===== config.mk =====
export PLATFORM = sky130hd
export DESIGN_NAME = byte_ecc_16_8_codec
export DESIGN_NICKNAME = d
export VERILOG_FILES = /design/src/sv/becc_pkg.sv /design/src/sv/byte_ecc_16_8_codec.sv /design/src/sv/becc_par.sv /design/src/sv/becc_match.sv /design/src/sv/becc_fix.sv
export SDC_FILE = /design/constraint.sdc
export NUM_CORES = 1
export LEC_CHECK = 0
export BUFFER_PORTS_ARGS = -buffer_cell sky130_fd_sc_hd__buf_2
export CAP_MARGIN = 40
export CORE_MARGIN = 8
export CORE_UTILIZATION = 35
export DETAILED_ROUTE_END_ITERATION = 10
export HOLD_SLACK_MARGIN = 0.03
export PLACE_DENSITY = 0.64
export SLEW_MARGIN = 20
export SYNTH_ARGS = -nofsm -noshare
export SYNTH_HDL_FRONTEND = slang
export SYNTH_HIERARCHICAL = 1
export SYNTH_SLANG_ARGS = --single-unit

===== constraint.sdc =====
create_clock -name clock -period 1.8 [get_ports clock]
set_clock_uncertainty 0.15 [all_clocks]
set_input_delay 0.09 -clock clock [delete_from_list [all_inputs] [get_ports clock]]
set_output_delay 0.09 -clock clock [all_outputs]
set_load 0.005 [all_outputs]

===== src/sv/becc_pkg.sv =====
// becc_pkg: item types, code constants and parity helpers for the (16,8) byte codec
// shared by every stage of byte_ecc_16_8_codec; depends on nothing
package becc_pkg;

   // operation codes carried in the cmd field
   localparam logic CMD_ENCODE = 1'b0;
   localparam logic CMD_DECODE = 1'b1;

   // parity column of each data bit, index 0 is data bit 0
   localparam logic [7:0][7:0] COL_OF_BIT = {
      8'h0F, 8'h33, 8'h55, 8'h6A, 8'h96, 8'hAB, 8'hDB, 8'hED
   };

   // one request item
   typedef struct packed {
      logic        cmd;
      logic [7:0]  data_byte;
      logic [15:0] received_word;
   } req_type;

   // one response item
   typedef struct packed {
      logic [15:0] codeword;
      logic [7:0]  decoded_byte;
   } rsp_type;

   // after the parity stage: parity for encode, syndrome for decode
   typedef struct packed {
      logic       cmd;
      logic [7:0] data;
      logic [7:0] par_syn;
   } s1_type;

   // after the match stage
   typedef struct packed {
      logic       cmd;
      logic [7:0] data;
      logic [7:0] par_syn;
      logic       syn_le1;
      logic [7:0] single_hit;
      logic [7:0] pair_mask;
   } s2_type;

   // parity byte of a data byte
   function automatic logic [7:0] parity_of(input logic [7:0] d);
      logic [7:0] p;
      p = '0;
      for (int b = 0; b < 8; b++) begin
         if (d[b]) begin
            p = p ^ COL_OF_BIT[b];
         end
      end
      return p;
   endfunction

   // true when at most one bit is set
   function automatic logic weight_le1(input logic [7:0] v);
      return (v & (v - 8'd1)) == 8'd0;
   endfunction

endpackage


===== src/sv/byte_ecc_16_8_codec.sv =====
// byte_ecc_16_8_codec: top level of the (16,8) byte encoder and single/double corrector
// depends on becc_pkg, becc_par, becc_match and becc_fix
//
// usage
//   req channel: req_valid/req_ready with req_data (cmd, data_byte, received_word).
//     cmd encode turns data_byte into a codeword, cmd decode corrects received_word.
//   rsp channel: rsp_valid/rsp_ready with rsp_data (codeword, decoded_byte); the
//     field not belonging to the operation reads as zero.
//   every request item gives exactly one response item, in order.
// timing
//   three register stages: parity tree, column match, correction select. One item per
//   cycle is sustained while rsp_ready stays high. The third stage is the output register.
// reset
//   synchronous, active high; clears all stage valid bits, no items are kept.
// stall
//   with rsp_ready low the pipeline fills; each stage holds its item and req_ready
//   falls only once all three stages are full. Nothing is lost or repeated.
module byte_ecc_16_8_codec (
   input  logic              clock,
   input  logic              reset,
   input  logic              req_valid,
   output logic              req_ready,
   input  becc_pkg::req_type req_data,
   output logic              rsp_valid,
   input  logic              rsp_ready,
   output becc_pkg::rsp_type rsp_data
);
   import becc_pkg::*;

   logic   s1_valid;
   logic   s1_ready;
   s1_type s1_item;
   logic   s2_valid;
   logic   s2_ready;
   s2_type s2_item;

   // parity stage
   becc_par u_par (
      .clock     (clock),
      .reset     (reset),
      .in_valid  (req_valid),
      .in_ready  (req_ready),
      .in_item   (req_data),
      .out_valid (s1_valid),
      .out_ready (s1_ready),
      .out_item  (s1_item)
   );

   // match stage
   becc_match u_match (
      .clock     (clock),
      .reset     (reset),
      .in_valid  (s1_valid),
      .in_ready  (s1_ready),
      .in_item   (s1_item),
      .out_valid (s2_valid),
      .out_ready (s2_ready),
      .out_item  (s2_item)
   );

   // correction stage and output register
   becc_fix u_fix (
      .clock     (clock),
      .reset     (reset),
      .in_valid  (s2_valid),
      .in_ready  (s2_ready),
      .in_item   (s2_item),
      .out_valid (rsp_valid),
      .out_ready (rsp_ready),
      .out_item  (rsp_data)
   );

`ifndef SYNTHESIS
   // reset empties the pipeline
   a_reset_empty: assert property (@(posedge clock) reset |=> !rsp_valid)
      else $error("response valid after reset");

   // back pressure only reaches the request side with a full, stalled output
   a_full_stall: assert property (@(posedge clock) disable iff (reset)
      !req_ready |-> (rsp_valid && !rsp_ready))
      else $error("request stalled without output stall");

   // an encode response carries no decoded byte
   a_encode_only: assert property (@(posedge clock) disable iff (reset)
      (rsp_valid && rsp_data.codeword != 16'd0) |-> rsp_data.decoded_byte == 8'd0)
      else $error("both response fields set");

   // an emitted codeword is consistent with its own parity
   a_codeword_ok: assert property (@(posedge clock) disable iff (reset)
      rsp_valid |-> parity_of(rsp_data.codeword[15:8]) == rsp_data.codeword[7:0])
      else $error("codeword parity mismatch");
`endif

endmodule


===== src/sv/becc_par.sv =====
// becc_par: first pipeline stage, parity tree and syndrome
// depends on becc_pkg
module becc_par (
   input  logic             clock,
   input  logic             reset,
   input  logic             in_valid,
   output logic             in_ready,
   input  becc_pkg::req_type in_item,
   output logic             out_valid,
   input  logic             out_ready,
   output becc_pkg::s1_type out_item
);
   import becc_pkg::*;

   logic       valid_ff;
   s1_type     item_ff;
   s1_type     item_in;
   logic [7:0] data_sel;

   // pick the byte to run through the parity tree
   always_comb begin
      data_sel = (in_item.cmd == CMD_ENCODE) ? in_item.data_byte
                                             : in_item.received_word[15:8];
      item_in.cmd  = in_item.cmd;
      item_in.data = data_sel;
      if (in_item.cmd == CMD_ENCODE) begin
         item_in.par_syn = parity_of(data_sel);
      end else begin
         item_in.par_syn = parity_of(data_sel) ^ in_item.received_word[7:0];
      end
   end

   assign in_ready  = !valid_ff || out_ready;
   assign out_valid = valid_ff;
   assign out_item  = item_ff;

   // stage register
   always_ff @(posedge clock) begin
      if (reset) begin
         valid_ff <= 1'b0;
      end else if (in_ready) begin
         valid_ff <= in_valid;
      end
      if (in_ready && in_valid) begin
         item_ff <= item_in;
      end
   end

endmodule


===== src/sv/becc_match.sv =====
// becc_match: second pipeline stage, compares the syndrome with columns and column pairs
// depends on becc_pkg
module becc_match (
   input  logic             clock,
   input  logic             reset,
   input  logic             in_valid,
   output logic             in_ready,
   input  becc_pkg::s1_type in_item,
   output logic             out_valid,
   input  logic             out_ready,
   output becc_pkg::s2_type out_item
);
   import becc_pkg::*;

   logic   valid_ff;
   s2_type item_ff;
   s2_type item_in;

   // single column hits and first matching column pair
   always_comb begin
      logic found;
      logic [7:0] mask;
      found = 1'b0;
      mask  = '0;
      for (int a = 0; a < 8; a++) begin
         for (int b = a + 1; b < 8; b++) begin
            if (!found && ((COL_OF_BIT[a] ^ COL_OF_BIT[b]) == in_item.par_syn)) begin
               found   = 1'b1;
               mask[a] = 1'b1;
               mask[b] = 1'b1;
            end
         end
      end
      item_in.cmd     = in_item.cmd;
      item_in.data    = in_item.data;
      item_in.par_syn = in_item.par_syn;
      item_in.syn_le1 = weight_le1(in_item.par_syn);
      for (int a = 0; a < 8; a++) begin
         item_in.single_hit[a] = weight_le1(in_item.par_syn ^ COL_OF_BIT[a]);
      end
      item_in.pair_mask = mask;
   end

   assign in_ready  = !valid_ff || out_ready;
   assign out_valid = valid_ff;
   assign out_item  = item_ff;

   // stage register
   always_ff @(posedge clock) begin
      if (reset) begin
         valid_ff <= 1'b0;
      end else if (in_ready) begin
         valid_ff <= in_valid;
      end
      if (in_ready && in_valid) begin
         item_ff <= item_in;
      end
   end

endmodule


===== src/sv/becc_fix.sv =====
// becc_fix: third pipeline stage, picks the correction and holds the response item
// depends on becc_pkg
module becc_fix (
   input  logic              clock,
   input  logic              reset,
   input  logic              in_valid,
   output logic              in_ready,
   input  becc_pkg::s2_type  in_item,
   output logic              out_valid,
   input  logic              out_ready,
   output becc_pkg::rsp_type out_item
);
   import becc_pkg::*;

   logic       valid_ff;
   rsp_type    item_ff;
   rsp_type    item_in;
   logic [7:0] first_hit;

   // weight <= 1 or no match passes, else lowest single column hit, then the pair
   always_comb begin
      first_hit = in_item.single_hit & (~in_item.single_hit + 8'd1);
      item_in   = '0;
      if (in_item.cmd == CMD_ENCODE) begin
         item_in.codeword = {in_item.data, in_item.par_syn};
      end else if (in_item.syn_le1) begin
         item_in.decoded_byte = in_item.data;
      end else if (|in_item.single_hit) begin
         item_in.decoded_byte = in_item.data ^ first_hit;
      end else begin
         item_in.decoded_byte = in_item.data ^ in_item.pair_mask;
      end
   end

   assign in_ready  = !valid_ff || out_ready;
   assign out_valid = valid_ff;
   assign out_item  = item_ff;

   // output register
   always_ff @(posedge clock) begin
      if (reset) begin
         valid_ff <= 1'b0;
      end else if (in_ready) begin
         valid_ff <= in_valid;
      end
      if (in_ready && in_valid) begin
         item_ff <= item_in;
      end
   end

endmodule


==> results of run 1 <==
==> metrics by stage <==
stage / hold WS (ps) / area [µm²]
floorplan: 9.07 / 4590
global placement: 127 / 5630
detailed placement: 137 / 5630
CTS: 112 / 6310
global route: 120 / 6730
finish: 117 / 6730
==> how the worst max path moves through the flow <==
| stage | to | from | cells past startpoint |
|---|---|---|---|
| floorplan | u_fix/out_item[1] | u_match/out_item[10] | 4 |
| global placement | u_match/out_item[8] | u_par/out_item[0] | 6 |
| detailed placement | u_match/out_item[2] | u_par/out_item[2] | 5 |
| CTS | u_match/out_item[2] | u_par/out_item[1] | 5 |
| global route | u_match/out_item[6] | u_par/out_item[5] | 6 |
| finish | u_match/out_item[2] | u_par/out_item[3] | 6 |
==> Yosys cell counts (2+ instances only) <==
cell	n	share of area, %
nor2_1	26	2.1
buf_4	3	0.49
xnor2_1	27	5.1
inv_1	10	0.82
nand3_1	10	1.1
clkbuf_1	9	0.74
inv_2	2	0.16
mux2i_4	2	0.98
a211oi_1	4	0.65
o32a_1	4	0.87
mux2i_2	2	0.60
nor4b_1	2	0.38
or2_2	2	0.27
maj3_1	4	0.87
and2_1	8	1.1
or3_1	8	1.1
a21boi_1	4	0.65
mux2_4	4	1.3
nand2b_1	11	1.5
o21ai_0	22	2.4
o221ai_1	2	0.38
a32oi_1	7	1.3
and3_1	3	0.41
o21a_1	2	0.33
buf_1	2	0.16
mux2i_1	5	1.1
buf_6	2	0.49
nor2b_1	26	3.5
buf_2	14	1.5
o2111ai_1	2	0.38
a22oi_1	5	0.82
o21ai_1	2	0.22
xor2_1	10	1.9
o211ai_1	2	0.33
o22ai_1	8	1.1
a21oi_1	29	3.2
nand4_1	3	0.41
edfxtp_1	75	49
nor3_1	5	0.54
a31oi_1	7	0.95
nor3b_1	2	0.33
nand2_1	29	2.4
dfxtp_1	3	1.3
==> area by class of cell <==
| cell class | instances | area (µm²) | area share (%) |
|---|---|---|---|
| Inverter | 12 | 45.0 | 0.670 |
| Multi-Input combinational cell | 309 | 2380 | 35.4 |
| Sequential cell | 78 | 2310 | 34.4 |
| Clock inverter | 7 | 97.6 | 1.45 |
| Tap cell | 176 | 220 | 3.27 |
| Clock buffer | 9 | 225 | 3.35 |
| Timing Repair Buffer | 191 | 1440 | 21.4 |
==> what timing repair did <==
action,4_1_cts,5_1_grt
cloned,0,1
endpoints found under the hold margin,11,0
setup buffers,10,14
gates resized for setup,28,78
hold buffers,19,0
setup endpoints to repair,37,43
pin swaps,7,28
==> per-layer routing <==
metal  vias up  wire length, µm  global-route usage [%]
li1       1936                -                       -
met1      1933             5930                    21.0
met2       155             7160                    28.6
met3        31              747                    2.44
met4         0              447                    7.29
met5         -                0                       0
==> cells in the final DEF (no fill, tap or decap), types with 6 or more instances in the layout <==
cell type,Yosys,layout
edfxtp_1,75,75
o22ai_1,8,6
dlygate4sd3_1,0,19
nand2_1,29,23
a32oi_1,7,6
buf_4,3,97
or3_1,8,6
nor2b_1,26,22
buf_6,2,19
xor2_1,10,10
a31oi_1,7,6
o21ai_1,2,7
nand3_1,10,10
o21ai_0,22,16
nand2b_4,0,8
xnor2_1,27,27
nor2_1,26,21
inv_1,10,8
clkbuf_16,0,9
buf_2,14,54
a21oi_1,29,25
nand2_2,0,6
==> report_power, final <==
group	total (µW)	leakage (µW)	internal, µW	switching [µW]
Clock	1960	0.000157	1220	740
Combinational	2490	0.00166	1200	1290
Sequential	2260	0.000730	2160	93.0
Total	6710	0.00255	4580	2130
==> flip-flops by register name, indices dropped and copies added, names as in the netlist <==
register and count:
u_fix/out_item 24, u_fix/out_valid 1, u_match/out_item 34, u_match/out_valid 1
u_par/out_item 17, u_par/out_valid 1
==> cells by family (layout without fill, tap and decap cells) <==
| family | Yosys count | count (layout) |
|---|---|---|
| AND/OR/NAND/NOR | 145 | 145 |
| AO/OA/AOI/OAI | 109 | 109 |
| flip-flops | 78 | 78 |
| buffers and inverters | 44 | 219 |
| XOR/XNOR | 37 | 37 |
| multiplexers | 14 | 14 |
| adder cells (fa/ha/maj) | 4 | 4 |
==> out/summary.log, run 1 <==
qor: critical_path.cp-start-kind register
qor: floorplanning.die-height 131 µm
qor: synth.syn_inst 431
qor: timing.setup_tns -293 ps
qor: synth.synthDistinctLibCells 65
qor: power_and_ir_drop.power.density_cell_area 998 nW/µm²
qor: place.placed_cells 724
qor: critical_path.kind_of_cell_with_the_highest_combined_delay_on_the_critical_path compound AO/OA/AOI/OAI gates
qor: critical_path.path_class reg -> reg
qor: critical_path.r2r-start u_par/out_item[3]
qor: route.viasPerCell 5.19
qor: grt.grt_pass1_vias 3,963
qor: synth.synthMuxAreaShare 4.22%
qor: route.detail_route.first_pass.iterations 5
qor: final_layout.antennaDiodeCount 0
qor: final_layout.finish.cell_count_without_fillers 782
qor: final_layout.final_layout_size_suffix_gt1_share 43.6%
qor: synth.synthesis.yosys.warnings 6
qor: critical_path.setup.reg_to_reg.worst_slack -100 ps
qor: floorplanning.std_cell_rows 42
qor: route.route.antenna.remaining_nets 0
qor: synth.post_synthesis_share_of_cell_area_spent_on_and_or_nand_and_nor_gates 17.2%
qor: floorplanning.ioPinCount 55
qor: worst_hold_path.min_delay_path_depth 2
qor: critical_path.critical_path_buf_inv_count 2
qor: critical_path.critical_path.endpoint_type register
qor: power_and_ir_drop.power_leakage 0.00255 µW
qor: worst_hold_path.hold_path_end u_par/out_item[14]
qor: synth.synthAdderAreaFrac 0.872%
qor: place.dp_hpwl 10.4 mm
qor: critical_path.worstReg2RegEnd u_match/out_item[2]
qor: synth.synth-async-reset-ratio 0%
qor: worst_hold_path.min-delay-start req_valid
qor: critical_path.cp_max_delay_cell edfxtp_1
qor: timing.rsz0062_at_grt yes
qor: synth.mappedNetlistNets 460
qor: synth.netlist_area 4590 µm²
qor: place.post-place-ws -137 ps
qor: floorplanning.core_area 13,000 µm²
qor: outcome.run_status finished, violations left
qor: grt.largest_net_degree_at_the_start_of_global_routing 28
qor: timing.timing.final.setup_violations 6
qor: critical_path.critical_path.cell_chain buf_6, nor2b_4, buf_4, a22oi_1, o21ai_1, a221o_1
qor: route.drt_wl_total 14.3 mm
qor: outcome.failed_checks setup timing
qor: synth.synth_top_family_by_area simple AND/OR/NAND/NOR gates
qor: floorplanning.die_w 131 µm
qor: grt.globalRouteOverflowTotal 0
qor: cts.cts_tree built
qor: place.gp_congestion 0.910
qor: grt.global_route_wire_length_before_repair 21.7 mm
qor: cts.clock_latency 330 ps
qor: power_and_ir_drop.peakVddDrop 0.501 mV
qor: synth.ys_seq_area_share 50.3%
qor: grt.global_route.usage.total 16.9%
qor: timing.report.final.hold_viol_count 0
qor: grt.grt_antenna_before_repair 0
qor: flow_run.drv.max_cap_violation_count 0
qor: worst_hold_path.holdCritPathClass in -> reg
qor: critical_path.critPathMaxFanout 6
qor: final_layout.fin_util 51.6%
qor: cts.cts_inserted_buffers 9
qor: route.vias 4,055
qor: cts.cts-root-to-sink-buffers 2
qor: final_layout.flow.area_growth_from_synthesis 46.4%
qor: synth.synth_seq_cells 78
qor: critical_path.critPathMaxStageDelay 470 ps
qor: synth.synth-edff-count 75
qor: cts.clkSlewWorstSetupHoldPaths 60 ps
qor: synth.synth-xor-area-share 7.06%
qor: timing.period_share 105%
qor: synth.synth-compound-area-share 15.4%
qor: timing.fmaxAchievable 527 MHz
qor: critical_path.worst-endpoint-required 1730 ps
qor: timing.max_slew_margin 54.5%
qor: final_layout.nets 630
qor: floorplanning.initial_utilization 35.2%
qor: floorplanning.dieArea 17,000 µm²
qor: timing.max_slew.worst_pin.slew 683 ps
qor: final_layout.nFillCells 1,200
qor: route.drc_violations_left 0
qor: cts.cts_num_sinks 78
qor: critical_path.rr_worst_depth 6
qor: timing.timing.final.max_slew_violations 0
qor: route.wire_per_inst 18.3 µm
qor: route.drt_iter0_markers 343
qor: critical_path.cp.arrival 1820 ps
qor: power_and_ir_drop.report.power.total 6710 µW
qor: cts.ctsRootBufferMaster clkbuf_16
qor: cts.cts.htree.levels 3
qor: place.buffer_ports.inserted 54
qor: synth.syn_area_per_cell 10.7 µm²
qor: timing.fin_crit 1900 ps
qor: timing.postLayoutSetupSlackWorst -97.3 ps
qor: synth.ys.flop_type edfxtp_1
No activity file was read; power rests on OpenSTA's default activity.
==> inputs of run 2 (changes only) <==
--- a/config.mk
+++ b/config.mk
@@ -10,6 +10,7 @@
 export CORE_MARGIN = 8
 export CORE_UTILIZATION = 35
 export DETAILED_ROUTE_END_ITERATION = 10
+export GPL_TIMING_DRIVEN = 0
 export HOLD_SLACK_MARGIN = 0.03
 export PLACE_DENSITY = 0.64
 export SLEW_MARGIN = 20
==> run 2 against run 1 <==
Effect of this change: sequential share of layout area increased by 1.7 points; routed wire length is 10% lower; critical endpoint is now u_match/out_item[0]; power shrank 8.1%; combinational power fell by 11%; the run still ends with setup timing left; hold slack lost 85 ps; final area decreased by 4.7%; largest power group is now sequential cells; fmax rose by 1.6%; final cell count down 5.6%; sequential power barely moved; via count decreased by 3.3%; non-clock buffer count decreased by 44.
==> out/summary.log, run 2 (synthesis gave the netlist of run 1 again) <==
qor: timing.timing.final.max_slew_violations 0 [unchanged]
qor: floorplanning.core_area 13,000 µm² [unchanged]
qor: final_layout.nets 586 [-7.0%]
qor: timing.period_share 104% [-1.7 points]
qor: critical_path.critical_path_buf_inv_count 1 [-1]
qor: floorplanning.die-height 131 µm [unchanged]
qor: critical_path.path_class reg -> reg
qor: final_layout.most_common_cell_after_layout_fill_and_taps_aside edfxtp_1
qor: critical_path.critPathMaxFanout 8 [+2]
qor: cts.clock_latency 330 ps [about the same]
qor: floorplanning.die_w 131 µm [unchanged]
qor: power_and_ir_drop.power_leakage 0.00230 µW [-9.8%]
qor: final_layout.finish.cell_count_without_fillers 738 [-5.6%]
qor: grt.largest_net_degree_at_the_start_of_global_routing 35 [+25%]
qor: route.drc_violations_left 0 [unchanged]
qor: grt.globalRouteOverflowTotal 0 [unchanged]
qor: final_layout.largest_reg_flops 34 [unchanged]
qor: critical_path.cp.arrival 1780 ps [-40 ps]
qor: cts.cts_inserted_buffers 9 [unchanged]
qor: place.placed_cells 661 [-8.7%]
qor: critical_path.cp-start-kind register
qor: critical_path.setup.reg_to_reg.worst_slack -70 ps [+30 ps]
qor: timing.fmaxAchievable 535 MHz [+1.6%]
qor: final_layout.multi_input_area 2450 µm² [+2.8%]
qor: critical_path.worstSetupEndpoint u_match/out_item[0]
qor: critical_path.rr_worst_depth 6 [unchanged]
qor: critical_path.worstReg2RegEnd u_match/out_item[0]
qor: route.drt_wl_total 12.8 mm [-10%]
qor: cts.cts_num_sinks 78 [unchanged]
qor: worst_hold_path.holdCritPathClass in -> reg
qor: critical_path.worst-endpoint-required 1710 ps [-20 ps]
qor: power_and_ir_drop.clock_power_share 27.9% [-1.3 points]
qor: power_and_ir_drop.report.power.total 6160 µW [-8.1%]
qor: critical_path.critPathMaxStageDelay 490 ps [+20 ps]
qor: grt.global_route_wire_length_before_repair 19.6 mm [-9.7%]
qor: cts.cts_tree built
qor: cts.cts-root-to-sink-buffers 2 [unchanged]
qor: route.route.antenna.remaining_nets 0 [unchanged]
qor: timing.report.final.hold_viol_count 0 [unchanged]
qor: floorplanning.std_cell_rows 42 [unchanged]
qor: cts.clkSlewWorstSetupHoldPaths 60 ps [about the same]
qor: flow_run.drv.max_cap_violation_count 0 [unchanged]
qor: final_layout.final_layout_size_suffix_gt1_share 40.9% [-2.6 points]
qor: timing.final.hold.worst_slack 32.3 ps [-84.9 ps]
qor: power_and_ir_drop.peakVddDrop 0.475 mV [-5.1%]
qor: outcome.failed_checks setup timing
qor: route.detail_route.first_pass.iterations 5 [unchanged]
qor: critical_path.cp_max_delay_cell edfxtp_1
qor: grt.global_route.usage.total 14.9% [-1.9 points]
qor: power_and_ir_drop.seq_power_share 36.2% [+2.6 points]
qor: route.viasPerCell 5.31 [+2.5%]
qor: place.dp_hpwl 8.89 mm [-14%]
qor: grt.grt_antenna_before_repair 0 [unchanged]
qor: cts.ctsRootBufferMaster clkbuf_16
qor: outcome.run_status finished, violations left
qor: route.wire_per_inst 17.4 µm [-4.8%]
qor: critical_path.critical_path.endpoint_type register
qor: timing.rsz0062_at_grt yes
qor: timing.postLayoutSetupSlackWorst -67.4 ps [+29.9 ps]
qor: timing.timing.final.setup_violations 15 [+9]
qor: place.gp_congestion 0.936 [+2.9%]
qor: final_layout.antennaDiodeCount 0 [unchanged]
qor: cts.cts.htree.levels 3 [unchanged]
qor: power_and_ir_drop.power_switching_share 32.9% [+1.3 points]
qor: critical_path.timing.critical_path.depth 6 [unchanged]
qor: floorplanning.ioPinCount 55 [unchanged]
qor: final_layout.ff_latch_area 2310 µm² [unchanged]
qor: floorplanning.dieArea 17,000 µm² [unchanged]
qor: power_and_ir_drop.reported_net_switching_power 2030 µW [-4.5%]
qor: route.vias 3,922 [-3.3%]
qor: critical_path.r2r-start u_par/out_item[4]
qor: floorplanning.initial_utilization 35.2% [unchanged]
qor: timing.max_slew.worst_pin.slew 457 ps [-226 ps]
qor: timing.fin_crit 1870 ps [-29.9 ps]
qor: power_and_ir_drop.power.density_cell_area 962 nW/µm² [-3.6%]
qor: power_and_ir_drop.internal_power_summed_over_all_cells 4130 µW [-9.8%]
qor: final_layout.highest_count_cells_in_the_layout_ignoring_fill_and_taps edfxtp_1 (75), buf_2 (58), buf_4 (43)
qor: grt.grt_pass1_vias 3,727 [-6.0%]
qor: critical_path.critPathLaunch u_par/out_item[4]
qor: place.buffer_ports.inserted 53 [-1.9%]
qor: final_layout.nFillCells 1,184 [-1.3%]
qor: route.drt_iter0_markers 418 [+22%]
qor: timing.max_slew_margin 69.5% [+15 points]
qor: final_layout.flow.area_growth_from_synthesis 39.6%
qor: power_and_ir_drop.combinationalPowerShare 35.9% [-1.2 points]
qor: critical_path.critical_path.cell_chain buf_4, nand2_2, or2_2, o22ai_1, a32oi_1, o21ai_1
qor: critical_path.kind_of_cell_with_the_highest_combined_delay_on_the_critical_path flip-flops
## run 2: timing repair
item,in CTS,in global routing
resized for setup,89,47
setup buffers,38,7
cloned,2,1
hold endpoints to repair,11,0
pin swaps,22,22
hold buffers,17,0
endpoints found under the setup margin,42,55
## run 2: worst min path at each step
stage                 start                end  slack (ps)  cells after the start
2_1_floorplan         reset    u_fix/out_valid           9                      1
3_3_place_gp          reset    u_par/out_valid         130                      2
3_5_place_dp          reset    u_par/out_valid         140                      2
4_1_cts        req_data[16]  u_par/out_item[8]          30                      3
5_1_grt        req_data[16]  u_par/out_item[8]          40                      3
6_report       req_data[16]  u_par/out_item[8]          30                      3
## run 2: layer usage
metal	GRT usage (%)	share of wire, %
met5	0	0
met3	2.39	6.8
met1	19.2	42
met4	8.24	4.0
met2	23.6	47
## run 2: metrics by stage
stage / setup slack (ps) / cell area, µm² / utilization [%] / setup TNS, ps
finish: -67.4 / 6410 / 49.2 / -412
global placement: -575 / 5080 / 39.0 / -7910
CTS: -54.3 / 6170 / 47.4 / -328
global route: -121 / 6410 / 49.2 / -1830
detailed placement: -435 / 5090 / 39.1 / -7500
floorplan: 40.7 / 4590 / - / 0
## run 2: worst min-delay path: stages
cell,delay [ps]
buf_2,100
mux2i_1,90
inv_1,110
## run 2: cell type report
class	instances	area share, %
Clock buffer	10	3.73
Timing Repair Buffer	119	13.2
Clock inverter	6	0.820
Buffer	28	3.77
Multi-Input combinational cell	309	38.2
Inverter	12	0.820
Sequential cell	78	36.1
Tap cell	176	3.43
## run 2: power by group through the flow
| stage | clock network (µW) | logic, µW | registers [µW] |
|---|---|---|---|
| 3_3_place_gp | 0 | 1460 | 2300 |
| 5_1_grt | 1830 | 2330 | 2250 |
| 4_1_cts | 1750 | 2010 | 2230 |
| 2_1_floorplan | 0 | 1020 | 2260 |
| 3_5_place_dp | 0 | 1430 | 2300 |
| 6_report | 1720 | 2210 | 2230 |
